===== config.mk =====
export PLATFORM = sky130hd
export DESIGN_NAME = iec_serial_device_side
export DESIGN_NICKNAME = d
export VERILOG_FILES = /design/src/rtl/core/iec_sds_pkg.sv /design/src/rtl/core/iec_serial_device_side.sv
export SDC_FILE = /design/constraint.sdc
export NUM_CORES = 1
export LEC_CHECK = 0
export ABC_AREA = 1
export BUFFER_PORTS_ARGS = -buffer_cell sky130_fd_sc_hd__buf_2
export CORE_MARGIN = 2
export CORE_UTILIZATION = 67
export CTS_CLUSTER_DIAMETER = 50
export DETAILED_ROUTE_END_ITERATION = 6
export GPL_TIMING_DRIVEN = 0
export PLACE_DENSITY = 0.92
export SYNTH_ARGS = -nofsm -noshare
export SYNTH_HDL_FRONTEND = slang
export SYNTH_SLANG_ARGS = --single-unit

===== constraint.sdc =====
create_clock -name clk -period 7.1 [get_ports clk]
set_clock_uncertainty 0.1 [all_clocks]
set_input_delay 0.355 -clock clk [delete_from_list [all_inputs] [get_ports clk]]
set_output_delay 0.355 -clock clk [all_outputs]
set_load 0.02 [all_outputs]

===== src/rtl/core/iec_sds_pkg.sv =====
// Shared types, codes and constants for the IEC serial device side.
`default_nettype none

package iec_sds_pkg;

  // Default design constants
  localparam int BUF_DEPTH_DEF     = 32;
  localparam int PHASE_HOLD_DEF    = 5;
  localparam int EOI_IDLE_DEF      = 48;
  localparam int EOI_PULSE_DEF     = 8;
  localparam int TAKEOVER_HOLD_DEF = 8;

  // Register reset values
  localparam logic [4:0] DEVICE_NUMBER_RST = 5'd10;
  localparam logic [5:0] SEND_LENGTH_RST   = 6'd19;

  // Configuration port
  localparam int CFG_DATA_W = 6;
  localparam logic [0:0] REG_DEVICE_NUMBER = 1'b0;
  localparam logic [0:0] REG_SEND_LENGTH   = 1'b1;

  // Item function codes
  localparam logic [1:0] FUNC_READ  = 2'd0;
  localparam logic [1:0] FUNC_WRITE = 2'd1;
  localparam logic [1:0] FUNC_LOAD  = 2'd2;

  // Host port pin positions
  localparam int PIN_ATN  = 3;
  localparam int PIN_CLK  = 4;
  localparam int PIN_DATA = 5;

  // Command bytes
  localparam logic [7:0] CMD_LISTEN_BASE = 8'h20;
  localparam logic [7:0] CMD_UNLISTEN    = 8'h3F;
  localparam logic [7:0] CMD_TALK_BASE   = 8'h40;
  localparam logic [7:0] CMD_UNTALK      = 8'h5F;
  localparam logic [7:0] CMD_SECOND_MASK = 8'hF0;
  localparam logic [7:0] CMD_SECOND      = 8'h60;

  localparam logic [5:0] TX_POS_MAX = 6'd63;

  typedef enum logic [9:0] {
    ST_IDLE      = 10'b00_0000_0001,
    ST_WAITREADY = 10'b00_0000_0010,
    ST_BITS      = 10'b00_0000_0100,
    ST_ACK       = 10'b00_0000_1000,
    ST_TURN      = 10'b00_0001_0000,
    ST_READY     = 10'b00_0010_0000,
    ST_EOIACK    = 10'b00_0100_0000,
    ST_SEND      = 10'b00_1000_0000,
    ST_ACKWAIT   = 10'b01_0000_0000,
    ST_UNTALKED  = 10'b10_0000_0000
  } bus_state_t;

  typedef struct packed {
    logic [1:0] func;
    logic [7:0] port_data;
    logic [4:0] buffer_index;
    logic [7:0] buffer_byte;
  } item_t;

  typedef struct packed {
    logic [7:0] port_lines;
    logic [3:0] drive_state;
    logic [5:0] send_position;
  } result_t;

  // State number as seen by the host
  function automatic logic [3:0] state_num(input bus_state_t s);
    logic [3:0] n;
    unique case (s)
      ST_IDLE:      n = 4'd0;
      ST_WAITREADY: n = 4'd1;
      ST_BITS:      n = 4'd2;
      ST_ACK:       n = 4'd3;
      ST_TURN:      n = 4'd4;
      ST_READY:     n = 4'd5;
      ST_EOIACK:    n = 4'd6;
      ST_SEND:      n = 4'd7;
      ST_ACKWAIT:   n = 4'd8;
      ST_UNTALKED:  n = 4'd9;
      default:      n = 4'd0;
    endcase
    return n;
  endfunction

  // Directory listing held in the send buffer after reset
  function automatic logic [7:0] listing_byte(input logic [8:0] idx);
    logic [7:0] b;
    unique case (idx)
      9'd0:    b = 8'h01;
      9'd1:    b = 8'h04;
      9'd2:    b = 8'h10;
      9'd3:    b = 8'h04;
      9'd6:    b = 8'h22;
      9'd7:    b = 8'h46;
      9'd8:    b = 8'h41;
      9'd9:    b = 8'h4B;
      9'd10:   b = 8'h45;
      9'd11:   b = 8'h44;
      9'd12:   b = 8'h49;
      9'd13:   b = 8'h53;
      9'd14:   b = 8'h4B;
      9'd15:   b = 8'h22;
      default: b = 8'h00;
    endcase
    return b;
  endfunction

endpackage

`default_nettype wire


===== src/rtl/core/iec_serial_device_side.sv =====
// IEC serial bus device side: protocol engine driven by host port accesses.
//
//   channel   direction  handshake                   payload
//   item      in         item_valid / item_ready     item   (func, port_data, index, byte)
//   result    out        result_valid / result_ready result (port_lines, drive_state, pos)
//   cfg       in         cfg_valid / cfg_ready       cfg_index, cfg_data
//
// An accepted item lands in an input register and is applied to the protocol
// state from there; a read item leaves its result in the output register at the
// same edge, so a read result passes the input register and then the output one.
// One item per cycle is sustained; the only limit is a read item meeting a full,
// unconsumed output register, which holds the input register.
// Synchronous reset restores the directory listing in the send buffer at once.
`default_nettype none

module iec_serial_device_side #(
  parameter int BUF_DEPTH     = iec_sds_pkg::BUF_DEPTH_DEF,
  parameter int PHASE_HOLD    = iec_sds_pkg::PHASE_HOLD_DEF,
  parameter int EOI_IDLE      = iec_sds_pkg::EOI_IDLE_DEF,
  parameter int EOI_PULSE     = iec_sds_pkg::EOI_PULSE_DEF,
  parameter int TAKEOVER_HOLD = iec_sds_pkg::TAKEOVER_HOLD_DEF
) (
  input  wire                               clk,
  input  wire                               rst,
  input  wire                               item_valid,
  output logic                              item_ready,
  input  wire iec_sds_pkg::item_t           item,
  output logic                              result_valid,
  input  wire                               result_ready,
  output iec_sds_pkg::result_t              result,
  input  wire                               cfg_valid,
  output logic                              cfg_ready,
  input  wire [0:0]                         cfg_index,
  input  wire [iec_sds_pkg::CFG_DATA_W-1:0] cfg_data
);

  localparam int AW = (BUF_DEPTH > 1) ? $clog2(BUF_DEPTH) : 1;

  // Configuration registers
  logic [4:0] device_number;
  logic [5:0] send_length;

  // Input register
  logic                s1_valid;
  iec_sds_pkg::item_t  s1_item;
  logic                s1_go;
  logic                s1_read;

  // Send buffer
  logic [7:0] send_buffer [BUF_DEPTH];
  logic       buf_we;
  logic [8:0] buf_widx;

  // Protocol state
  iec_sds_pkg::bus_state_t bus_state, bus_state_next;
  logic [7:0] host_out, host_out_next;
  logic       drive_clk_pull, drive_clk_pull_next;
  logic       drive_data_pull, drive_data_pull_next;
  logic [7:0] shift_in, shift_in_next;
  logic [3:0] rx_bit_count, rx_bit_count_next;
  logic       atn_mode, atn_mode_next;
  logic       talking, talking_next;
  logic       listening, listening_next;
  logic       source_selected, source_selected_next;
  logic [5:0] tx_pos, tx_pos_next;
  logic [7:0] tx_byte, tx_byte_next;
  logic [3:0] tx_bit, tx_bit_next;
  logic       tx_phase, tx_phase_next;
  logic       eoi_pending, eoi_pending_next;
  logic       eoi_done, eoi_done_next;
  logic [2:0] phase_polls, phase_polls_next;
  logic [5:0] idle_polls, idle_polls_next;
  logic       eoi_ack_phase, eoi_ack_phase_next;
  logic [3:0] eoi_ack_polls, eoi_ack_polls_next;
  logic [3:0] takeover_polls, takeover_polls_next;
  logic       holding_takeover, holding_takeover_next;

  iec_sds_pkg::result_t result_next;

  assign cfg_ready  = 1'b1;
  assign s1_read    = (s1_item.func == iec_sds_pkg::FUNC_READ);
  assign s1_go      = s1_valid && (!s1_read || !result_valid || result_ready);
  assign item_ready = !s1_valid || s1_go;

  always_ff @(posedge clk) begin
    if (rst) begin
      device_number <= iec_sds_pkg::DEVICE_NUMBER_RST;
      send_length   <= iec_sds_pkg::SEND_LENGTH_RST;
    end else if (cfg_valid) begin
      if (cfg_index == iec_sds_pkg::REG_DEVICE_NUMBER) begin
        device_number <= cfg_data[4:0];
      end else begin
        send_length <= cfg_data[5:0];
      end
    end
  end

  always_ff @(posedge clk) begin
    if (rst) begin
      s1_valid <= 1'b0;
    end else if (item_ready) begin
      s1_valid <= item_valid;
    end
  end

  always_ff @(posedge clk) begin
    if (item_ready && item_valid) begin
      s1_item <= item;
    end
  end

  always_ff @(posedge clk) begin
    if (rst) begin
      for (int i = 0; i < BUF_DEPTH; i++) begin
        send_buffer[i] <= iec_sds_pkg::listing_byte(9'(i));
      end
    end else if (buf_we) begin
      send_buffer[buf_widx[AW-1:0]] <= s1_item.buffer_byte;
    end
  end

  assign buf_widx = 9'(s1_item.buffer_index);
  assign buf_we   = s1_go && (s1_item.func == iec_sds_pkg::FUNC_LOAD) &&
                    (buf_widx < 9'(BUF_DEPTH));

  always_comb begin
    logic       clk_low;
    logic       clk_rise;
    logic       data_low;
    logic       atn_now;
    logic       atn_prev;
    logic [7:0] b;
    logic [5:0] eff_len;
    logic [8:0] pos_ext;
    logic [7:0] lines;

    bus_state_next        = bus_state;
    host_out_next         = host_out;
    drive_clk_pull_next   = drive_clk_pull;
    drive_data_pull_next  = drive_data_pull;
    shift_in_next         = shift_in;
    rx_bit_count_next     = rx_bit_count;
    atn_mode_next         = atn_mode;
    talking_next          = talking;
    listening_next        = listening;
    source_selected_next  = source_selected;
    tx_pos_next           = tx_pos;
    tx_byte_next          = tx_byte;
    tx_bit_next           = tx_bit;
    tx_phase_next         = tx_phase;
    eoi_pending_next      = eoi_pending;
    eoi_done_next         = eoi_done;
    phase_polls_next      = phase_polls;
    idle_polls_next       = idle_polls;
    eoi_ack_phase_next    = eoi_ack_phase;
    eoi_ack_polls_next    = eoi_ack_polls;
    takeover_polls_next   = takeover_polls;
    holding_takeover_next = holding_takeover;
    result_next           = '0;

    clk_low  = 1'b0;
    clk_rise = 1'b0;
    data_low = 1'b0;
    atn_now  = 1'b0;
    atn_prev = 1'b0;
    b        = 8'h00;
    eff_len  = 6'd0;
    pos_ext  = 9'd0;
    lines    = 8'h00;

    if (s1_go) begin
      unique case (s1_item.func)
        iec_sds_pkg::FUNC_WRITE: begin
          atn_now  = s1_item.port_data[iec_sds_pkg::PIN_ATN];
          atn_prev = host_out[iec_sds_pkg::PIN_ATN];
          host_out_next = s1_item.port_data;
          if (atn_now && !atn_prev) begin
            atn_mode_next        = 1'b1;
            drive_data_pull_next = 1'b1;
            drive_clk_pull_next  = 1'b0;
            bus_state_next       = iec_sds_pkg::ST_WAITREADY;
          end
          if (!atn_now && atn_prev) begin
            atn_mode_next = 1'b0;
            priority if (talking_next) begin
              bus_state_next = iec_sds_pkg::ST_TURN;
            end else if (listening_next) begin
              bus_state_next = iec_sds_pkg::ST_WAITREADY;
            end else begin
              drive_data_pull_next = 1'b0;
              bus_state_next       = iec_sds_pkg::ST_IDLE;
            end
          end

          // React to the new line levels
          clk_low  = host_out_next[iec_sds_pkg::PIN_CLK];
          clk_rise = !clk_low && host_out[iec_sds_pkg::PIN_CLK];
          data_low = host_out_next[iec_sds_pkg::PIN_DATA];
          eff_len  = source_selected_next ? send_length : 6'd0;
          unique case (bus_state_next)
            iec_sds_pkg::ST_WAITREADY: begin
              if (clk_rise) begin
                drive_data_pull_next = 1'b0;
                shift_in_next        = 8'h00;
                rx_bit_count_next    = 4'd0;
                bus_state_next       = iec_sds_pkg::ST_BITS;
              end
            end
            iec_sds_pkg::ST_BITS: begin
              if (clk_rise) begin
                shift_in_next     = {!data_low, shift_in_next[7:1]};
                rx_bit_count_next = rx_bit_count_next + 4'd1;
                if (rx_bit_count_next == 4'd8) begin
                  drive_data_pull_next = 1'b1;
                  bus_state_next       = iec_sds_pkg::ST_ACK;
                  b = shift_in_next;
                  // Decode the command byte; LISTEN and TALK win over their undo codes
                  if (atn_mode_next) begin
                    priority if (b == 8'(iec_sds_pkg::CMD_LISTEN_BASE + 8'(device_number))) begin
                      listening_next = 1'b1;
                    end else if (b == iec_sds_pkg::CMD_UNLISTEN) begin
                      listening_next = 1'b0;
                    end else if (b == 8'(iec_sds_pkg::CMD_TALK_BASE + 8'(device_number))) begin
                      talking_next = 1'b1;
                    end else if (b == iec_sds_pkg::CMD_UNTALK) begin
                      talking_next         = 1'b0;
                      drive_clk_pull_next  = 1'b0;
                      drive_data_pull_next = 1'b0;
                      bus_state_next       = iec_sds_pkg::ST_UNTALKED;
                    end else if ((b & iec_sds_pkg::CMD_SECOND_MASK) == iec_sds_pkg::CMD_SECOND &&
                                 talking_next) begin
                      source_selected_next = 1'b1;
                      tx_pos_next          = 6'd0;
                    end else begin
                    end
                  end
                end
              end
            end
            iec_sds_pkg::ST_ACK: begin
              if (clk_low) begin
                bus_state_next = (atn_mode_next || listening_next) ?
                                 iec_sds_pkg::ST_WAITREADY : iec_sds_pkg::ST_IDLE;
              end
            end
            iec_sds_pkg::ST_TURN: begin
              if (data_low && !clk_low) begin
                drive_data_pull_next  = 1'b0;
                drive_clk_pull_next   = 1'b1;
                takeover_polls_next   = 4'd0;
                holding_takeover_next = 1'b1;
                pos_ext = 9'(tx_pos_next);
                tx_byte_next = (!source_selected_next || pos_ext >= 9'(BUF_DEPTH)) ?
                               8'h00 : send_buffer[pos_ext[AW-1:0]];
                eoi_pending_next = ({1'b0, tx_pos_next} + 7'd1) >= {1'b0, eff_len};
                eoi_done_next    = 1'b0;
                bus_state_next   = iec_sds_pkg::ST_READY;
              end
            end
            iec_sds_pkg::ST_READY: begin
              if (!data_low) begin
                if (eoi_pending_next && !eoi_done_next) begin
                  bus_state_next      = iec_sds_pkg::ST_EOIACK;
                  drive_clk_pull_next = 1'b0;
                end else begin
                  bus_state_next      = iec_sds_pkg::ST_SEND;
                  tx_bit_next         = 4'd0;
                  tx_phase_next       = 1'b0;
                  phase_polls_next    = 3'd0;
                  drive_clk_pull_next = 1'b1;
                end
              end
            end
            iec_sds_pkg::ST_EOIACK: begin
              if (data_low) begin
                eoi_done_next = 1'b1;
              end else if (eoi_done_next) begin
                bus_state_next      = iec_sds_pkg::ST_SEND;
                tx_bit_next         = 4'd0;
                tx_phase_next       = 1'b0;
                phase_polls_next    = 3'd0;
                drive_clk_pull_next = 1'b1;
              end
            end
            iec_sds_pkg::ST_ACKWAIT: begin
              if (data_low) begin
                if (tx_pos_next >= eff_len) begin
                  drive_clk_pull_next  = 1'b0;
                  drive_data_pull_next = 1'b0;
                  bus_state_next       = iec_sds_pkg::ST_IDLE;
                end else begin
                  pos_ext = 9'(tx_pos_next);
                  tx_byte_next = (!source_selected_next || pos_ext >= 9'(BUF_DEPTH)) ?
                                 8'h00 : send_buffer[pos_ext[AW-1:0]];
                  eoi_pending_next    = ({1'b0, tx_pos_next} + 7'd1) >= {1'b0, eff_len};
                  eoi_done_next       = 1'b0;
                  bus_state_next      = iec_sds_pkg::ST_READY;
                  drive_clk_pull_next = 1'b0;
                end
              end
            end
            default: begin
            end
          endcase
        end

        iec_sds_pkg::FUNC_READ: begin
          if (holding_takeover) begin
            if (takeover_polls >= 4'(TAKEOVER_HOLD)) begin
              holding_takeover_next = 1'b0;
              drive_clk_pull_next   = 1'b0;
            end else begin
              takeover_polls_next = takeover_polls + 4'd1;
            end
          end

          // Talker: advance one half-phase every PHASE_HOLD polls
          if (bus_state == iec_sds_pkg::ST_SEND) begin
            phase_polls_next = phase_polls + 3'd1;
            if (phase_polls_next >= 3'(PHASE_HOLD)) begin
              phase_polls_next = 3'd0;
              if (!tx_phase) begin
                drive_data_pull_next = !tx_byte[tx_bit[2:0]];
                drive_clk_pull_next  = 1'b0;
                tx_phase_next        = 1'b1;
              end else begin
                drive_clk_pull_next  = 1'b1;
                drive_data_pull_next = 1'b0;
                tx_phase_next        = 1'b0;
                tx_bit_next          = tx_bit + 4'd1;
                if (tx_bit_next == 4'd8) begin
                  if (tx_pos < iec_sds_pkg::TX_POS_MAX) begin
                    tx_pos_next = tx_pos + 6'd1;
                  end
                  bus_state_next = iec_sds_pkg::ST_ACKWAIT;
                end
              end
            end
          end

          // Listener: acknowledge an end-of-item wait by a short DATA pulse
          if (bus_state_next != iec_sds_pkg::ST_BITS || rx_bit_count != 4'd0 ||
              host_out[iec_sds_pkg::PIN_CLK]) begin
            idle_polls_next = 6'd0;
          end else if (eoi_ack_phase) begin
            if (eoi_ack_polls >= 4'(EOI_PULSE)) begin
              drive_data_pull_next = 1'b0;
              eoi_ack_phase_next   = 1'b0;
            end else begin
              eoi_ack_polls_next = eoi_ack_polls + 4'd1;
            end
          end else if (idle_polls >= 6'(EOI_IDLE)) begin
            drive_data_pull_next = 1'b1;
            eoi_ack_phase_next   = 1'b1;
            eoi_ack_polls_next   = 4'd0;
            idle_polls_next      = 6'd0;
          end else begin
            idle_polls_next = idle_polls + 6'd1;
          end

          lines = {2'b00, host_out[5:0]};
          lines[6] = !(host_out[iec_sds_pkg::PIN_CLK] || drive_clk_pull_next);
          lines[7] = !(host_out[iec_sds_pkg::PIN_DATA] || drive_data_pull_next);
          result_next.port_lines    = lines;
          result_next.drive_state   = iec_sds_pkg::state_num(bus_state_next);
          result_next.send_position = tx_pos_next;
        end

        default: begin
          // Buffer loads go through the write port; the spare code does nothing
        end
      endcase
    end
  end

  always_ff @(posedge clk) begin
    if (rst) begin
      bus_state        <= iec_sds_pkg::ST_IDLE;
      host_out         <= 8'h00;
      drive_clk_pull   <= 1'b0;
      drive_data_pull  <= 1'b0;
      shift_in         <= 8'h00;
      rx_bit_count     <= 4'd0;
      atn_mode         <= 1'b0;
      talking          <= 1'b0;
      listening        <= 1'b0;
      source_selected  <= 1'b0;
      tx_pos           <= 6'd0;
      tx_byte          <= 8'h00;
      tx_bit           <= 4'd0;
      tx_phase         <= 1'b0;
      eoi_pending      <= 1'b0;
      eoi_done         <= 1'b0;
      phase_polls      <= 3'd0;
      idle_polls       <= 6'd0;
      eoi_ack_phase    <= 1'b0;
      eoi_ack_polls    <= 4'd0;
      takeover_polls   <= 4'd0;
      holding_takeover <= 1'b0;
    end else begin
      bus_state        <= bus_state_next;
      host_out         <= host_out_next;
      drive_clk_pull   <= drive_clk_pull_next;
      drive_data_pull  <= drive_data_pull_next;
      shift_in         <= shift_in_next;
      rx_bit_count     <= rx_bit_count_next;
      atn_mode         <= atn_mode_next;
      talking          <= talking_next;
      listening        <= listening_next;
      source_selected  <= source_selected_next;
      tx_pos           <= tx_pos_next;
      tx_byte          <= tx_byte_next;
      tx_bit           <= tx_bit_next;
      tx_phase         <= tx_phase_next;
      eoi_pending      <= eoi_pending_next;
      eoi_done         <= eoi_done_next;
      phase_polls      <= phase_polls_next;
      idle_polls       <= idle_polls_next;
      eoi_ack_phase    <= eoi_ack_phase_next;
      eoi_ack_polls    <= eoi_ack_polls_next;
      takeover_polls   <= takeover_polls_next;
      holding_takeover <= holding_takeover_next;
    end
  end

  // Output register: load on a read item, drop when taken
  always_ff @(posedge clk) begin
    if (rst) begin
      result_valid <= 1'b0;
    end else if (s1_go && s1_read) begin
      result_valid <= 1'b1;
    end else if (result_ready) begin
      result_valid <= 1'b0;
    end
  end

  always_ff @(posedge clk) begin
    if (s1_go && s1_read) begin
      result <= result_next;
    end
  end

`ifndef SYNTHESIS
  a_s1_hold: assert property (@(posedge clk) disable iff (rst)
    s1_valid && !s1_go |=> s1_valid && $stable(s1_item))
    else $error("input register changed while held");

  a_read_result: assert property (@(posedge clk) disable iff (rst)
    s1_go && s1_read |=> result_valid)
    else $error("read item produced no result");

  a_tx_bit: assert property (@(posedge clk) disable iff (rst)
    bus_state == iec_sds_pkg::ST_SEND |-> tx_bit < 4'd8)
    else $error("bit counter past end of byte while sending");

  a_rx_bit: assert property (@(posedge clk) disable iff (rst)
    rx_bit_count <= 4'd8)
    else $error("receive bit counter overrun");

  a_takeover: assert property (@(posedge clk) disable iff (rst)
    holding_takeover |-> takeover_polls <= 4'(TAKEOVER_HOLD))
    else $error("takeover hold counter overrun");
`endif

endmodule

`default_nettype wire


==> out/metrics.csv <==
metric;value;unit
clockPowerShare;0.431;
grt_pass1_wl;90400;um
whs_endpoint;send_length[5]$_SDFFE_PP0P_;
r2r_start;s1_item[21]$_DFFE_PP_;
synth-edff-count;295;
status;completed;
chipWidth;170;um
utilization;0.768;
drt_first_pass_iters;6;
cp_slowest_cell;nor4_2;
synth_warnings;0;
ys_ff_latch;386;
rrSetupSlack;2.93;ns
internal-power;3.76;mW
switchingPower;1.13;mW
final_layout_size_suffix_gt1_frac;0.0897;
fin_nets;2212;
die-height;170;um
r2r-end;send_buffer[22][7]$_SDFFCE_PN0P_;
n_antenna_cell;0;
slew_headroom;0.323;
worst_pin_slew;1.01;ns
pin_count;56;
tritoncts;built;
end_kind;flop;
reg2regPathDepth;8;
synth_area;18500;um2
worstHoldStart;cfg_data[5];
wire_per_inst;24.1;um
rows;60;
maxCapViolations;0;
switching_share;0.231;
clk_latency;0.55;ns
power_density;235;nW/um2
fin_crit;4.17;ns
crit_family;simple AND/OR/NAND/NOR gates;
drt.antenna.violating_nets;0;
grt_max_degree;23;
slowest_delay;0.72;ns
hold_class;in -> reg;
grt_overflow;0;
timing.final.hold_violations;0;
root_buffer;clkbuf_16;
grt_use_total;0.424;
critPathKind;reg -> reg;
ys_seq_area_frac;0.576;
final-max-slew-violation-count;0;
core;27000;um2
async_flop_share;0;
routed_via_density;6.59;
cts.sinks;386;
critPathBufInv;2;
portBuffers;51;
synth_ff_type;edfxtp_1;
syn-num-nets;2092;
vias;16600;
crit_arrival;4.23;ns
netlist_instances;2033;
required;7.16;ns
finalSetupViolCount;0;
power.leakage;7.88;nW
cts_buffers;41;
area_delta_synth_final;12.1;%
path_cells;nor2_1 -> inv_2 -> o21ai_2 -> nor4_4 -> inv_1 -> nor4_2 -> nand2_1 -> nand2_1;
holdWs;0.00490;ns
crit_fanout;9;
n_fill_cell;1869;
drt_iter0_drc;2991;
power;4.89;mW
max_freq;240;MHz
final.setup.tns;0;ns
synth_cell_types;58;
multiInputGateArea;6820;um2
synth_area_per_cell;9.11;um2
register_area;10700;um2
start_kind;flop;
start_util;0.686;
cp_common_cell;nand2_1;
routed_wl;61000;um
period_share;0.587;
h-tree-depth;2;
path_clk_slew;0.06;ns
holdPathStages;3;
cts_max_path_buffers;3;
rsz0062_at_grt;no;
drc;0;
antenna_found_initial;0;
p_seq_frac;0.517;
p_comb_frac;0.053;
dp_hpwl;43000;um
gp_congestion;1.01;
ir_drop;0.295;mV
grt_pass1_vias;15700;
die-area;29000;um2
## through the flow
step           cells  setup slack (ns)  cell area, um2
2_1_floorplan   2033              4.72           18500
3_3_place_gp    2425              3.34           19200
3_5_place_dp    2425              3.26           19200
4_1_cts         2526              3.26           20800
5_1_grt         2526              2.89           20800
6_report        2526              2.93           20800
## cells in the mapped netlist (7+ instances only)
cell | n | area share
a211oi_1 | 7 | 0.0028
a21oi_1 | 72 | 0.019
a22oi_1 | 7 | 0.0028
buf_2 | 9 | 0.0024
clkbuf_1 | 89 | 0.018
dfxtp_1 | 91 | 0.098
edfxtp_1 | 295 | 0.48
ha_1 | 24 | 0.016
inv_1 | 138 | 0.028
inv_2 | 16 | 0.0032
nand2_1 | 273 | 0.055
nand2_2 | 11 | 0.0037
nand3_1 | 114 | 0.031
nand4_1 | 15 | 0.0051
nor2_1 | 508 | 0.10
nor3_1 | 26 | 0.0070
nor3_2 | 8 | 0.0043
o211ai_1 | 7 | 0.0028
o21ai_0 | 177 | 0.048
o221ai_1 | 55 | 0.026
o22ai_1 | 12 | 0.0041
## cells in the final DEF (no fill, tap or decap), types with 8 or more instances in the layout
cell           Yosys  final
clkbuf_16          0     42
nor3_1            26     26
clkbuf_1          89    101
nor2_1           508    508
a21oi_1           72     72
nand3_1          114    114
o221ai_1          55     55
o22ai_1           12     12
dfxtp_1           91     91
nand2_2           11     11
buf_2              9     60
ha_1              24     24
o21ai_0          177    177
nor3_2             8      8
inv_2             16     16
inv_1            138    138
nand4_1           15     15
dlygate4sd3_1      0     26
clkinv_1           4      9
edfxtp_1         295    295
nand2_1          273    273
## cell type report
class | count | area share
multi-input combinational | 1385 | 0.329
inverter | 159 | 0.0289
tap | 341 | 0.0205
buffer | 103 | 0.0204
timing repair buffer | 77 | 0.0248
sequential | 386 | 0.514
clock buffer | 54 | 0.0528
clock inverter | 21 | 0.00964
## worst max path at each step
stage | from | end | slack, ns | cells after the start
2_1_floorplan | s1_item[22]$_DFFE_PP_ | result[6]$_SDFFCE_PN0P_ | 4.72 | 8
3_3_place_gp | s1_item[21]$_DFFE_PP_ | send_buffer[19][1]$_SDFFCE_PN0P_ | 3.34 | 8
3_5_place_dp | s1_item[21]$_DFFE_PP_ | send_buffer[19][5]$_SDFFCE_PN0P_ | 3.26 | 8
4_1_cts | s1_item[21]$_DFFE_PP_ | send_buffer[16][2]$_SDFFCE_PN0P_ | 3.26 | 8
5_1_grt | s1_item[21]$_DFFE_PP_ | send_buffer[16][7]$_SDFFCE_PN0P_ | 2.89 | 8
6_report | s1_item[21]$_DFFE_PP_ | send_buffer[22][7]$_SDFFCE_PN0P_ | 2.93 | 8
## worst register-to-register path: cells and delay by family, from the launching register on
family	cells	cell delay, ns
DFF	1	0.61
AOI/OAI and AO/OA	1	0.18
buffers and inverters	2	0.43
and+or+nand+nor	5	2.49
## layer usage
| layer | share of wire | up-vias | GRT usage |
|---|---|---|---|
| met1 | 0.36 | 7743 | 0.581 |
| met4 | 0.051 | 0 | 0.188 |
| met2 | 0.43 | 1446 | 0.629 |
| li1 | - | 7222 | - |
| met3 | 0.16 | 230 | 0.128 |
| met5 | 0 | - | 0 |
## power by group through the flow
| stage | registers (mW) | logic, mW | clock network (mW) |
|---|---|---|---|
| after detailed placement | 2.57 | 0.232 | 0 |
| after global placement | 2.57 | 0.228 | 0 |
| final | 2.52 | 0.258 | 2.10 |
| after global routing | 2.53 | 0.272 | 2.17 |
| after floorplan | 2.56 | 0.142 | 0 |
| after CTS | 2.52 | 0.245 | 2.08 |
## registers in the layout, summed over array words and instances, names as in the netlist, 3 cells and up, named ones only
name,cells
device_number,5
tx_bit,4
takeover_polls,4
result,18
idle_polls,6
send_buffer,256
bus_state,10
rx_bit_count,4
eoi_ack_polls,4
shift_in,7
s1_item,16
phase_polls,3
tx_byte,8
tx_pos,6
host_out,6
buf_widx,5
send_length,6
## kinds of logic (layout without fill, tap and decap cells)
kind of cell,count (synthesis),count (layout),share of synthesized area
and+or+nand+nor,985,985,0.227
DFF,386,386,0.576
AOI/OAI and AO/OA,366,366,0.121
buffers and inverters,262,414,0.0552
adders and majority gates,24,24,0.0162
xor gates and xnor gates,8,8,0.00378
other,1,1,0.000202
muxes,1,1,0.000540
## timing repair
item                       in CTS  in global routing
hold buffers                   26                  0
hold endpoints to repair       27                  0
setup endpoints to repair       0                  0
resized for setup               0                  0
setup buffers                   0                  0
Note: power is estimated with default switching activity, not from simulation.
